$ cat src/rtl/bbc_pkg.sv
// Shared types, codes and tables of the six-step back-EMF commutator.
// Used by bldc_bemf_commutator and its checker; depends on nothing.
package bbc_pkg;

  // Item kinds carried in the slave tuser.
  typedef enum logic [1:0] {
    OP_SAMPLE  = 2'd0,
    OP_STEP    = 2'd1,
    OP_RESTART = 2'd2,
    OP_NOP     = 2'd3
  } opcode_t;

  // Configuration register indexes.
  localparam logic [1:0] REG_TURN_DIRECTION    = 2'd0;
  localparam logic [1:0] REG_BEMF_THRESHOLD    = 2'd1;
  localparam logic [1:0] REG_CLOSED_LOCK_LIMIT = 2'd2;
  localparam logic [1:0] REG_OPEN_LOCK_LIMIT   = 2'd3;

  // Turn direction codes; any other code stops the drive.
  localparam logic [1:0] DIR_CW  = 2'd0;
  localparam logic [1:0] DIR_CCW = 2'd1;

  // Reset values of the configuration registers.
  localparam logic [7:0]  THRESHOLD_RESET   = 8'h80;
  localparam logic [15:0] CLOSED_LIMIT_RESET = 16'd1000;
  localparam logic [15:0] OPEN_LIMIT_RESET   = 16'd800;

  // Channel indexes of the round-robin sampling.
  localparam logic [1:0] CH_U = 2'd0;
  localparam logic [1:0] CH_V = 2'd1;
  localparam logic [1:0] CH_W = 2'd2;

  // Master tdata layout, highest bit first.
  typedef struct packed {
    logic [1:0] pad;
    logic       duty_forced_zero;
    logic [1:0] next_channel_code;
    logic       lock_flag;
    logic       closed_loop_active;
    logic [2:0] commutation_step;
    logic [5:0] switch_enable_mask;
  } result_t;

  // Gate enables for each commutation step; off outside the six steps.
  function automatic logic [5:0] gate_for(input logic [2:0] pos);
    logic [5:0] m;
    case (pos)
      3'd0:    m = 6'b001001;
      3'd1:    m = 6'b100001;
      3'd2:    m = 6'b100100;
      3'd3:    m = 6'b000110;
      3'd4:    m = 6'b010010;
      3'd5:    m = 6'b011000;
      default: m = 6'b000000;
    endcase
    return m;
  endfunction

  // Back-EMF pattern expected at each step, clockwise or counter-clockwise.
  function automatic logic [2:0] expected_bemf(input logic ccw, input logic [2:0] pos);
    logic [2:0] p;
    case ({ccw, pos})
      4'b0_000: p = 3'd6;
      4'b0_001: p = 3'd4;
      4'b0_010: p = 3'd5;
      4'b0_011: p = 3'd1;
      4'b0_100: p = 3'd3;
      4'b0_101: p = 3'd2;
      4'b1_000: p = 3'd2;
      4'b1_001: p = 3'd6;
      4'b1_010: p = 3'd4;
      4'b1_011: p = 3'd5;
      4'b1_100: p = 3'd1;
      4'b1_101: p = 3'd3;
      default:  p = 3'd0;
    endcase
    return p;
  endfunction

  // ADC multiplexer code for a channel index.
  function automatic logic [1:0] mux_code(input logic [1:0] idx);
    logic [1:0] c;
    case (idx)
      CH_U:    c = 2'd0;
      CH_V:    c = 2'd1;
      CH_W:    c = 2'd3;
      default: c = 2'd0;
    endcase
    return c;
  endfunction

endpackage

$ cat src/rtl/bldc_bemf_commutator.sv
// Sensorless six-step BLDC commutator driven by back-EMF sample patterns.
// Depends on bbc_pkg for item codes, tables and the result layout.
//
// Usage:
//   Items arrive on the slave stream (s_tvalid, s_tready, s_tdata, s_tuser).
//   s_tuser carries the item kind: ADC sample, open-loop step, restart or
//   no operation. Every accepted item gives exactly one result transfer on
//   the master stream (m_tvalid, m_tready, m_tdata) holding the gate mask,
//   step, loop and lock status, the next ADC channel and the duty-stop flag.
//   Configuration registers are written through cfg_valid, cfg_index and
//   cfg_data; cfg_ready is always high. Write them only while the block is
//   idle.
//   Throughput is one item per clock while the receiver takes every result.
//   An accepted transfer is captured in the input register, is evaluated
//   against the drive state and captured in the result register, and shows
//   on m_tdata from then on.
//   When the receiver stalls the result register holds its transfer, the
//   input register fills with one more item, and s_tready then falls until
//   the result is taken.
//   Reset (rst, synchronous) empties both registers, stops the drive with
//   the lock flag set, selects channel U and loads the default threshold
//   and lock limits.
module bldc_bemf_commutator
  import bbc_pkg::*;
(
  input  logic        clk,
  input  logic        rst,
  // Slave stream
  input  logic        s_tvalid,
  output logic        s_tready,
  input  logic [15:0] s_tdata,   // [7:0] phase_sample, [8] handover_speed_reached
  input  logic [1:0]  s_tuser,   // [1:0] opcode
  // Master stream
  output logic        m_tvalid,
  input  logic        m_tready,
  output logic [15:0] m_tdata,   // [5:0] switch_enable_mask, [8:6] commutation_step,
                                 // [9] closed_loop_active, [10] lock_flag,
                                 // [12:11] next_channel_code, [13] duty_forced_zero
  // Configuration write channel
  input  logic        cfg_valid,
  output logic        cfg_ready,
  input  logic [1:0]  cfg_index,
  input  logic [15:0] cfg_data
);

  // Configuration registers
  logic [1:0]  turn_direction;
  logic [7:0]  bemf_threshold;
  logic [15:0] closed_lock_limit;
  logic [15:0] open_lock_limit;

  // Input register
  logic        in_valid;
  opcode_t     in_op;
  logic [7:0]  in_sample;
  logic        in_reached;

  // Result register
  logic        out_valid;
  result_t     out_res;

  // Drive state
  logic [1:0]  chan_idx;
  logic [7:0]  levels [3];
  logic [2:0]  step_pos;
  logic [5:0]  gate_mask;
  logic [15:0] closed_cnt;
  logic [15:0] open_cnt;
  logic        closed_mode;
  logic        handover;
  logic        stopped;

  logic [1:0]  chan_idx_next;
  logic [7:0]  levels_next [3];
  logic [2:0]  step_pos_next;
  logic [5:0]  gate_mask_next;
  logic [15:0] closed_cnt_next;
  logic [15:0] open_cnt_next;
  logic        closed_mode_next;
  logic        handover_next;
  logic        stopped_next;
  logic        forced;

  logic        out_free;
  logic        fire;
  logic [1:0]  ch;
  logic [2:0]  bemf;
  logic        match;
  logic        dir_run;
  logic [2:0]  base_pos;
  logic [2:0]  adv_pos;
  result_t     res_next;

  // Handshake: the result register frees when empty or taken, the input
  // register when empty or moving on.
  assign out_free  = !out_valid || m_tready;
  assign fire      = in_valid && out_free;
  assign s_tready  = !in_valid || out_free;
  assign m_tvalid  = out_valid;
  assign m_tdata   = out_res;
  assign cfg_ready = 1'b1;

  // Configuration writes.
  always_ff @(posedge clk) begin
    if (rst) begin
      turn_direction    <= DIR_CW;
      bemf_threshold    <= THRESHOLD_RESET;
      closed_lock_limit <= CLOSED_LIMIT_RESET;
      open_lock_limit   <= OPEN_LIMIT_RESET;
    end else if (cfg_valid) begin
      case (cfg_index)
        REG_TURN_DIRECTION:    turn_direction    <= cfg_data[1:0];
        REG_BEMF_THRESHOLD:    bemf_threshold    <= cfg_data[7:0];
        REG_CLOSED_LOCK_LIMIT: closed_lock_limit <= cfg_data;
        REG_OPEN_LOCK_LIMIT:   open_lock_limit   <= cfg_data;
        default: ;
      endcase
    end
  end

  // Input register.
  always_ff @(posedge clk) begin
    if (rst) begin
      in_valid <= 1'b0;
    end else if (s_tready) begin
      in_valid <= s_tvalid;
    end
    if (s_tvalid && s_tready) begin
      in_op      <= opcode_t'(s_tuser);
      in_sample  <= s_tdata[7:0];
      in_reached <= s_tdata[8];
    end
  end

  // Evaluation of one item against the drive state.
  always_comb begin
    chan_idx_next    = chan_idx;
    levels_next      = levels;
    step_pos_next    = step_pos;
    gate_mask_next   = gate_mask;
    closed_cnt_next  = closed_cnt;
    open_cnt_next    = open_cnt;
    closed_mode_next = closed_mode;
    handover_next    = handover;
    stopped_next     = stopped;
    forced           = 1'b0;
    dir_run          = (turn_direction == DIR_CW) || (turn_direction == DIR_CCW);
    ch               = (chan_idx == 2'd3) ? CH_W : chan_idx;
    bemf             = {in_sample > bemf_threshold,
                        levels[1] > bemf_threshold,
                        levels[0] > bemf_threshold};
    match            = dir_run && (step_pos < 3'd6) &&
                       (expected_bemf(turn_direction[0], step_pos) == bemf);
    // Only an open-loop step out of the stopped state starts over from step 0.
    base_pos         = (stopped && (in_op == OP_STEP)) ? 3'd0 : step_pos;
    // Clockwise counts up and counter-clockwise down, wrapping over six steps.
    if (turn_direction == DIR_CCW) begin
      adv_pos = (base_pos == 3'd0) ? 3'd5 : base_pos - 3'd1;
    end else begin
      adv_pos = (base_pos >= 3'd5) ? 3'd0 : base_pos + 3'd1;
    end

    case (in_op)
      OP_SAMPLE: begin
        levels_next[ch] = in_sample;
        chan_idx_next   = (ch == CH_W) ? CH_U : ch + 2'd1;
        // The W sample completes a pattern and is compared directly.
        if (ch == CH_W) begin
          if (match && handover) begin
            step_pos_next    = adv_pos;
            gate_mask_next   = gate_for(adv_pos);
            closed_cnt_next  = '0;
            open_cnt_next    = '0;
            closed_mode_next = 1'b1;
          end else if (!closed_mode && handover) begin
            open_cnt_next = open_cnt + 16'd1;
            if (open_cnt > open_lock_limit) begin
              forced = 1'b1;
            end
          end else if (closed_mode) begin
            closed_cnt_next = closed_cnt + 16'd1;
            if (closed_cnt > closed_lock_limit) begin
              forced = 1'b1;
            end
          end
          // Lock: stop the drive and clear both miss counters.
          if (forced) begin
            handover_next    = 1'b0;
            gate_mask_next   = '0;
            closed_mode_next = 1'b0;
            stopped_next     = 1'b1;
            closed_cnt_next  = '0;
            open_cnt_next    = '0;
          end
        end
      end
      OP_STEP: begin
        // Open-loop step, ignored once back-EMF has taken over.
        if (!closed_mode) begin
          stopped_next = 1'b0;
          if (dir_run) begin
            step_pos_next  = adv_pos;
            gate_mask_next = gate_for(adv_pos);
          end else begin
            step_pos_next    = base_pos;
            gate_mask_next   = '0;
            closed_mode_next = 1'b0;
            stopped_next     = 1'b1;
            forced           = 1'b1;
          end
          handover_next = (dir_run && !stopped && handover) || in_reached;
        end
      end
      OP_RESTART: begin
        step_pos_next    = '0;
        gate_mask_next   = '0;
        closed_cnt_next  = '0;
        open_cnt_next    = '0;
        closed_mode_next = 1'b0;
        handover_next    = 1'b0;
        stopped_next     = 1'b0;
        forced           = 1'b1;
      end
      default: ;
    endcase

    res_next.pad                = '0;
    res_next.duty_forced_zero   = forced;
    res_next.next_channel_code  = mux_code(chan_idx_next);
    res_next.lock_flag          = stopped_next;
    res_next.closed_loop_active = closed_mode_next;
    res_next.commutation_step   = step_pos_next;
    res_next.switch_enable_mask = gate_mask_next;
  end

  // Drive state and result register.
  always_ff @(posedge clk) begin
    if (rst) begin
      out_valid   <= 1'b0;
      chan_idx    <= CH_U;
      levels      <= '{default: '0};
      step_pos    <= '0;
      gate_mask   <= '0;
      closed_cnt  <= '0;
      open_cnt    <= '0;
      closed_mode <= 1'b0;
      handover    <= 1'b0;
      stopped     <= 1'b1;
    end else begin
      if (out_free) begin
        out_valid <= in_valid;
      end
      if (fire) begin
        chan_idx    <= chan_idx_next;
        levels      <= levels_next;
        step_pos    <= step_pos_next;
        gate_mask   <= gate_mask_next;
        closed_cnt  <= closed_cnt_next;
        open_cnt    <= open_cnt_next;
        closed_mode <= closed_mode_next;
        handover    <= handover_next;
        stopped     <= stopped_next;
      end
    end
    if (fire) begin
      out_res <= res_next;
    end
  end

endmodule

$ cat config.mk
export PLATFORM = sky130hd
export DESIGN_NAME = bldc_bemf_commutator
export DESIGN_NICKNAME = d
export VERILOG_FILES = /design/src/rtl/bbc_pkg.sv /design/src/rtl/bldc_bemf_commutator.sv
export SDC_FILE = /design/constraint.sdc
export NUM_CORES = 1
export LEC_CHECK = 0
export ABC_AREA = 1
export BUFFER_PORTS_ARGS = -buffer_cell sky130_fd_sc_hd__buf_2
export CAP_MARGIN = 20
export CELL_PAD_IN_SITES_DETAIL_PLACEMENT = 1
export CELL_PAD_IN_SITES_GLOBAL_PLACEMENT = 1
export CORE_MARGIN = 5
export CORE_UTILIZATION = 44
export CTS_CLUSTER_DIAMETER = 50
export CTS_CLUSTER_SIZE = 12
export DETAILED_ROUTE_END_ITERATION = 8
export GPL_ROUTABILITY_DRIVEN = 0
export PLACE_DENSITY = 0.88
export SYNTH_ARGS = -nofsm -noshare
export SYNTH_HDL_FRONTEND = slang
export SYNTH_SLANG_ARGS = --single-unit
$ cat constraint.sdc
create_clock -name clk -period 3.3 [get_ports clk]
set_clock_uncertainty 0.1 [all_clocks]
set_input_delay 0.66 -clock clk [delete_from_list [all_inputs] [get_ports clk]]
set_output_delay 0.66 -clock clk [all_outputs]
set_load 0.02 [all_outputs]
==> results of run 1 <==
## flip-flops by register name, indices dropped and copies added, names as in the netlist
register	count
bemf_threshold	8
chan_idx	2
closed_cnt	16
closed_lock_limit	16
closed_mode	1
gate_mask	6
handover	1
in_op	2
in_reached	1
in_sample	8
in_valid	1
levels	16
m_tdata	14
m_tvalid	1
open_cnt	16
open_lock_limit	16
step_pos	3
stopped	1
turn_direction	2
## worst max-delay path by stage
stage,startpoint,end,depth (start not counted)
global route,bemf_threshold[7],open_cnt[11],18
global placement,in_sample[7],closed_cnt[12],17
CTS,bemf_threshold[7],closed_cnt[12],18
floorplan,in_op[0],m_tdata[2],15
finish,bemf_threshold[7],open_cnt[11],18
detailed placement,bemf_threshold[7],closed_cnt[12],18
## per-stage QoR
| step | instances | power [mW] | hold slack (ns) | setup slack (ns) | area, um^2 |
|---|---|---|---|---|---|
| after floorplan | 1082 | 2.20 | 0.333 | 0.998 | 7700 |
| after global placement | 1334 | 2.35 | 0.348 | 0.335 | 8160 |
| after detailed placement | 1334 | 2.39 | 0.359 | 0.245 | 8160 |
| after CTS | 1366 | 4.40 | 0.291 | 0.179 | 8780 |
| after global routing | 1366 | 4.57 | 0.289 | 0.0467 | 8780 |
| final | 1366 | 4.38 | 0.302 | 0.282 | 8780 |
## worst max-delay path, cell delays in order, from the launching register on
cell     delay [ns]
dfxtp_1        0.32
inv_1          0.11
ha_1           0.34
nand2_1        0.09
nor2_1         0.20
nand4_1        0.18
nand2_1        0.12
nand2_1        0.07
nand2_1        0.12
nor2_4         0.06
nand2_4        0.18
nand2_4        0.13
nor2_2         0.16
nand2_1        0.08
nand2_2        0.24
buf_4          0.21
nand2_1        0.05
o21ai_0        0.07
nor2_1         0.05
## kinds of logic after synthesis
kind of cell | Yosys count | share of synthesized area, %
xor+xnor | 15 | 1.71
compound gates | 222 | 15.5
buf+inv | 191 | 9.91
fa+ha+maj | 63 | 10.2
flops | 131 | 37.3
other cells | 2 | 0.0976
simple gates | 457 | 25.2
## cells in the final DEF (no fill, tap or decap), drive strengths merged, types with 3 or more instances in the layout
master and n:
conb 3, nor2 131, edfxtp 25, nand2 236
ha 63, a21oi 102, xnor2 4, buf 62
inv 161, dfxtp 106, bufinv 3, nor3 8
nand4 13, a21o 3, clkinv 5, clkbuf 17
nand3 54, a31oi 3, o21ai 91, o211ai 10
nor4 9, xor2 11
## per-layer routing
metal  share of wire, %  vias up  global-route usage [%]
li1                   -     3620                       -
met3                3.8       55                    4.54
met5                  0        -                       0
met2                 52      136                    42.6
met1                 41     3520                    25.7
met4                3.1        0                    9.14
## final cells by class
type                    instances  area [um^2]
well taps                     225          282
clock inverters                15          194
fillers                      2250         8460
repair buffers                 62          355
clock buffers                  17          425
inverters                     156          586
multi-input cells             760         4070
flip-flops and latches        131         2870
## power by group through the flow
stage / clock, mW / sequential, mW / combinational [mW]
final: 2.02 / 1.76 / 0.607
after global routing: 2.12 / 1.77 / 0.687
after CTS: 2.04 / 1.76 / 0.608
after detailed placement: 0 / 1.79 / 0.596
after global placement: 0 / 1.79 / 0.566
after floorplan: 0 / 1.79 / 0.407
## repair_timing
| action | CTS | global route |
|---|---|---|
| setup endpoints to repair | 0 | 8 |
| gates resized for setup | 0 | 1 |
| endpoints found under the hold margin | 0 | 0 |
==> results.py, run 1 <==
metrics = {
    "clock_network": {
        "cts-root-buf": "clkbuf_16",
        "clk_pin_slew_ns": 0.07,
        "cts_buffers": 17,
        "clockBufferDepth": 2,
        "clkLatencyLatePin_ns": 0.43,
        "cts_tree": "built",
        "ctsHoldBuffers": 0,
        "postCtsSetupBuffers": 0,
        "clock_tree.htree_level_count": 4,
        "cts_sinks": 131,
    },
    "layout": {
        "final_nets": 1232,
        "area_delta_synth_final_pct": 14.2,
        "final_util_pct": 50.9,
        "antenna_cells": 0,
        "layout-drive-gt1-share_pct": 10.8,
    },
    "timing": {
        "rsz0062_at_grt": "no",
        "max-slew-margin-rel_pct": 51.7,
        "finalCritPeriodShare_pct": 91.4,
        "max_freq_mhz": 331,
        "fin_crit_ns": 3.02,
        "tightest_slew_ns": 0.723,
        "setup_viol": 0,
        "slew_violations": 0,
        "finalHoldViolCount": 0,
        "fin_setup_tns_ns": 0,
    },
    "yosys": {
        "netlist.area_leader.share_pct": 27.6,
        "synth_common_cells": "228 x nand2_1, 144 x inv_1, 125 x nor2_1, 106 x dfxtp_1, 102 x a21oi_1",
        "yosysWarnings": 0,
        "syn_avg_cell_area_um2": 7.12,
        "ys_async_sr_fraction_pct": 0,
        "ys_seq_area_share_pct": 37.3,
        "synth_cell_type_count": 44,
        "synth.area.top_cells": "dfxtp_1 28%, nand2_1 11%, ha_1 10%",
        "netlist_instances": 1081,
        "ys.flop_type": "dfxtp_1",
        "syn_area_um2": 7690,
        "synth_edf_count": 25,
        "synth_most_common_cell": "nand2_1",
        "synth_largest_area_cell": "dfxtp_1",
        "synth-seq-cells": 131,
    },
    "power_and_ir_drop": {
        "leakagePower_nw": 4.08,
        "power.internal_mw": 3.12,
        "clkPwrFrac_pct": 46.0,
        "ir_drop_mv": 0.379,
        "p_seq_share_pct": 40.1,
        "swShare_pct": 28.9,
        "power_density_nw_per_um2": 499,
        "p_switching_mw": 1.27,
        "combPwrFrac_pct": 13.8,
    },
    "min_path": {
        "min_path_cells": 1,
        "hold_path.class": "in2reg",
        "min_from": "s_tdata[6]",
        "whs_endpoint": "in_sample[6]",
    },
    "drt": {
        "vias": 7331,
        "vias_per_cell": 5.37,
        "drc": 0,
        "routed_wl_mm": 22.6,
        "drt-initial-drc-count": 437,
        "wl_per_cell_um": 16.5,
        "postRouteAntennaNets": 0,
        "firstDrtPassIters": 5,
    },
    "grt": {
        "grt_pass1_wl_mm": 37.2,
        "antenna_found_initial": 0,
        "grt_pass1_vias": 7647,
        "overflow": 0,
        "grt_max_degree": 44,
        "track_usage_pct": 23.0,
    },
    "critical_path": {
        "cp_max_fo": 15,
        "cp.arrival_ns": 3.22,
        "reg2reg_from": "bemf_threshold[7]",
        "regToRegSetupSlack_ns": 0.28,
        "rr_worst_depth": 18,
        "worst_r2r_endpoint": "open_cnt[11]",
        "end_kind": "flop",
        "start_kind": "flop",
        "crit_type": "reg2reg",
        "critPathRequiredTime_ns": 3.50,
    },
    "floorplanning": {
        "dieArea_um2": 20200,
        "initial_core_util_pct": 44.6,
        "io_pins": 60,
        "rows": 48,
        "die_height_um": 142,
        "die_w_um": 142,
        "core_area_um2": 17200,
    },
    "place": {
        "port_buffers": 49,
        "hpwl_mm": 16.6,
    },
    "outcome": {
        "status": "finished, final reports clean",
    },
    "flow_run": {
        "cap_violations": 0,
    },
}
Power figures use the tool's default switching activity.
==> run 2, diff against run 1 <==
--- a/config.mk
+++ b/config.mk
@@ -19,2 +19,3 @@
 export PLACE_DENSITY = 0.88
+export RECOVER_POWER = 50
 export SYNTH_ARGS = -nofsm -noshare
==> constraint.sdc (replaced) <==
create_clock -name clk -period 3.3 [get_ports clk]
set_clock_uncertainty 0.1 [all_clocks]
set_input_delay 0.825 -clock clk [delete_from_list [all_inputs] [get_ports clk]]
set_output_delay 0.825 -clock clk [all_outputs]
set_load 0.02 [all_outputs]
==> results.py, run 2 (synthesis results as in run 1) <==
metrics = {
    "outcome": {
        "status": "finished, final reports clean",
    },
    "timing": {
        "slew_violations": 0,
        "fin_setup_tns_ns": 0,
        "finalHoldViolCount": 0,
        "finalCritPeriodShare_pct": 90.6,
        "max_freq_mhz": 335,
        "setup_viol": 0,
        "max-slew-margin-rel_pct": 17.0,
        "tightest_slew_ns": 1.24,
        "rsz0062_at_grt": "no",
        "fin_crit_ns": 2.99,
    },
    "critical_path": {
        "cp.arrival_ns": 3.22,
        "critPathRequiredTime_ns": 3.53,
        "start_kind": "flop",
        "cp-startpoint": "in_op[0]",
        "end_kind": "flop",
        "rr_worst_depth": 18,
        "reg2reg_from": "in_op[0]",
        "cp_max_fo": 7,
        "crit_type": "reg2reg",
        "regToRegSetupSlack_ns": 0.31,
    },
    "floorplanning": {
        "die_height_um": 142,
        "die_w_um": 142,
        "initial_core_util_pct": 44.6,
        "dieArea_um2": 20200,
        "core_area_um2": 17200,
        "rows": 48,
        "io_pins": 60,
    },
    "drt": {
        "drt-initial-drc-count": 410,
        "vias": 7362,
        "routed_wl_mm": 22.4,
        "drc": 0,
        "wl_per_cell_um": 16.4,
        "firstDrtPassIters": 5,
        "postRouteAntennaNets": 0,
        "vias_per_cell": 5.40,
    },
    "clock_network": {
        "clockBufferDepth": 2,
        "cts_tree": "built",
        "cts_sinks": 131,
        "cts_resized": 0,
        "clkLatencyLatePin_ns": 0.43,
        "cts-root-buf": "clkbuf_16",
        "cts_buffers": 17,
        "clock_tree.htree_level_count": 4,
        "ctsHoldBuffers": 0,
        "postCtsSetupBuffers": 0,
        "clk_pin_slew_ns": 0.06,
    },
    "grt": {
        "antenna_found_initial": 0,
        "grt_pass1_vias": 7822,
        "grt_max_degree": 69,
        "grt_pass1_wl_mm": 37.6,
        "overflow": 0,
        "track_usage_pct": 23.1,
    },
    "layout": {
        "antenna_cells": 0,
        "layout_common_cells": "228 x nand2_1, 144 x inv_1, 125 x nor2_1, 106 x dfxtp_1, 102 x a21oi_1",
        "instances_no_fill": 1364,
        "final_nets": 1230,
        "layout-drive-gt1-share_pct": 8.60,
        "nFillCells": 2235,
        "final_util_pct": 50.5,
        "final_common_cell": "nand2_1",
        "area_delta_synth_final_pct": 13.1,
    },
    "power_and_ir_drop": {
        "power_density_nw_per_um2": 500,
        "leakagePower_nw": 3.99,
        "ir_drop_mv": 0.372,
    },
    "place": {
        "hpwl_mm": 16.3,
        "port_buffers": 49,
        "dp_cells": 1332,
    },
    "min_path": {
        "hold_path.class": "reg2reg",
        "min_from": "closed_lock_limit[14]",
        "min_path_cells": 2,
    },
    "flow_run": {
        "cap_violations": 0,
    },
}
-- run 2: worst paths after layout --
| path | endpoint |
|---|---|
| setup / recovery | gate_mask[5] |
| hold / removal | closed_lock_limit[14] |
| setup reg to reg | gate_mask[5] |
| hold reg to reg | closed_lock_limit[14] |
-- run 2: layout make-up --
cell class,count,area (um^2),share of cell area [%]
multi-input cells,760,4060,46.7
repair buffers,60,294,3.38
flip-flops and latches,131,2870,33.0
clock buffers,19,433,4.97
well taps,225,282,3.24
inverters,156,586,6.73
clock inverters,13,174,2.00
-- run 2: worst max-delay path: stages, from the launching register on --
cell and delay, ns:
edfxtp_1 0.54, inv_2 0.09, nor2_4 0.17, nand2_2 0.09
nand2_1 0.09, inv_1 0.11, ha_1 0.19, o21ai_0 0.16
nor2_1 0.10, inv_1 0.08, nand3_2 0.15, inv_1 0.21
nor2_1 0.09, nand2_1 0.10, nand3_1 0.09, a31oi_1 0.22
nand3_1 0.12, nand2_1 0.12, inv_1 0.05
-- run 2: per-stage QoR --
| step | instance area [um^2] | setup WS, ns | hold WS, ns | power [mW] |
|---|---|---|---|---|
| after floorplan | 7700 | 0.998 | 0.333 | 2.20 |
| after global placement | 8130 | 0.562 | 0.349 | 2.35 |
| after detailed placement | 8130 | 0.370 | 0.355 | 2.38 |
| after CTS | 8740 | 0.334 | 0.364 | 4.38 |
| after global routing | 8700 | 0.0834 | 0.386 | 4.55 |
| final | 8700 | 0.311 | 0.359 | 4.35 |
-- run 2: where the power goes --
part	switching (mW)	total (mW)	internal [mW]	leakage, nW
Clock	0.790	1.99	1.20	0.291
Combinational	0.410	0.597	0.187	2.59
Sequential	0.0528	1.76	1.71	1.11
-- run 2: layer usage --
metal	vias up	routed length, um	GRT usage [%]
li1	3627	-	-
met2	163	11500	42.9
met1	3518	9290	25.9
met4	0	709	9.65
met5	-	0	0
met3	54	898	4.20
==> run 3, diff against run 2 <==
- CORE_MARGIN: 5 -> 1.5
- RECOVER_POWER: 50 -> 25
==> results.py, run 3 (synthesis results as in run 1) <==
metrics = {
    "grt": {
        "top_usage_layer": "met2",
        "grt_util_met1_pct": 28.4,
        "overflow": 0,
        "grt_max_degree": 69,
        "gr-usage-met3_pct": 4.90,
        "grt.met2_usage_pct": 49.1,
        "track_usage_pct": 26.2,
        "grt_pass1_wl_mm": 37.6,
        "antenna_found_initial": 0,
        "grt_pass1_vias": 7836,
    },
    "layout": {
        "multi_input_area_um2": 4080,
        "antenna_cells": 0,
        "layout_common_cells": "228 x nand2_1, 144 x inv_1, 125 x nor2_1, 106 x dfxtp_1, 102 x a21oi_1",
        "final_nets": 1228,
        "final_common_cell": "nand2_1",
        "area_delta_synth_final_pct": 13.1,
        "layout-drive-gt1-share_pct": 10.2,
        "nFillCells": 2265,
        "final-seq-area_um2": 2870,
        "instances_no_fill": 1362,
        "stdcell_area_um2": 8700,
    },
    "drt": {
        "postRouteAntennaNets": 0,
        "drc": 0,
        "wl_per_cell_um": 16.8,
        "vias": 7413,
        "routed_wl_mm": 22.9,
        "vias_per_cell": 5.44,
        "drt-initial-drc-count": 448,
        "firstDrtPassIters": 5,
    },
    "clock_network": {
        "clkLatencyLatePin_ns": 0.44,
        "ctsHoldBuffers": 0,
        "cts_tree": "built",
        "cts_buffers": 17,
        "cts_resized": 0,
        "cts-root-buf": "clkbuf_16",
        "clockBufferDepth": 2,
        "clock_tree.htree_level_count": 4,
        "clk_pin_slew_ns": 0.07,
        "postCtsSetupBuffers": 0,
        "cts_sinks": 131,
    },
    "floorplanning": {
        "die_height_um": 135,
        "io_pins": 60,
        "die_w_um": 135,
        "core_area_um2": 17200,
        "rows": 48,
        "dieArea_um2": 18300,
        "initial_core_util_pct": 44.8,
    },
    "critical_path": {
        "start_kind": "flop",
        "cp.arrival_ns": 3.34,
        "end_kind": "flop",
        "critPathRequiredTime_ns": 3.56,
        "cp_max_fo": 21,
        "crit_type": "reg2reg",
    },
    "flow_run": {
        "cap_violations": 0,
    },
    "place": {
        "port_buffers": 49,
        "dp_cells": 1330,
        "pre_cts_slack_ns": 0.176,
        "placed_cell_area_um2": 8110,
        "hpwl_mm": 16.3,
    },
    "timing": {
        "fin_hold_ws_ns": 0.361,
        "max-slew-margin-rel_pct": 43.3,
        "max_freq_mhz": 325,
        "slew_violations": 0,
        "fin_crit_ns": 3.08,
        "tightest_slew_ns": 0.844,
        "rsz0062_at_grt": "yes",
        "setup_viol": 0,
        "postLayoutSetupSlackWorst_ns": 0.224,
        "finalCritPeriodShare_pct": 93.2,
        "finalHoldViolCount": 0,
    },
    "power_and_ir_drop": {
        "ir_drop_mv": 0.382,
        "power_density_nw_per_um2": 488,
        "leakagePower_nw": 4.04,
        "total_power_mw": 4.25,
    },
    "min_path": {
        "hold_path.class": "reg2reg",
    },
    "outcome": {
        "status": "finished, final reports clean",
    },
}
[run 3: cell type report]
class,count,share of cell area [%]
clock buffer,18,4.93
clock inverter,14,1.65
inverter,156,6.73
multi-input combinational,760,46.9
sequential,131,33.0
tap,225,3.23
timing repair buffer,58,3.57
[run 3: final timing paths]
| path | start | end | slack (ns) | cells after the start |
|---|---|---|---|---|
| worst min-delay path | levels[16] | levels[16] | 0.36 | 2 |
| worst max register to register | bemf_threshold[7] | closed_cnt[5] | 0.22 | 18 |
| worst min register to register | levels[16] | levels[16] | 0.36 | 2 |
| worst max-delay path | bemf_threshold[7] | closed_cnt[5] | 0.22 | 18 |
[run 3: layer usage]
layer | wire (um) | vias to the layer above | part of all wire [%]
li1 | - | 3628 | -
met1 | 9560 | 3595 | 42
met2 | 12000 | 143 | 52
met3 | 737 | 47 | 3.2
met4 | 616 | 0 | 2.7
met5 | 0 | - | 0
[run 3: critical path: stages (launching register included)]
cell and delay (ns):
dfxtp_1 0.31, inv_1 0.10, ha_1 0.35, nand2_1 0.08, nor2_1 0.21, nand2_1 0.09, nand2_1 0.11, nand2_1 0.06
nand2_1 0.08, nand2_1 0.11, nor2_4 0.14, nand2_4 0.15, nand2_4 0.17, nor2_2 0.07, nand2_1 0.16, nand2_8 0.15
inv_2 0.28, nand2_1 0.09, a21oi_1 0.15
[run 3: report_power, final]
group,switching [mW],total [mW],internal (mW),leakage (nW)
Clock,0.819,1.88,1.06,0.285
Combinational,0.413,0.605,0.192,2.65
Sequential,0.0531,1.76,1.71,1.11
Total,1.28,4.25,2.96,4.04
[run 3: metrics by stage]
stage | TNS (ns) | util (%)
after floorplan | 0 | -
after global placement | 0 | 47.2
after detailed placement | 0 | 47.2
after CTS | 0 | 50.6
after global routing | -0.0159 | 50.7
final | 0 | 50.7
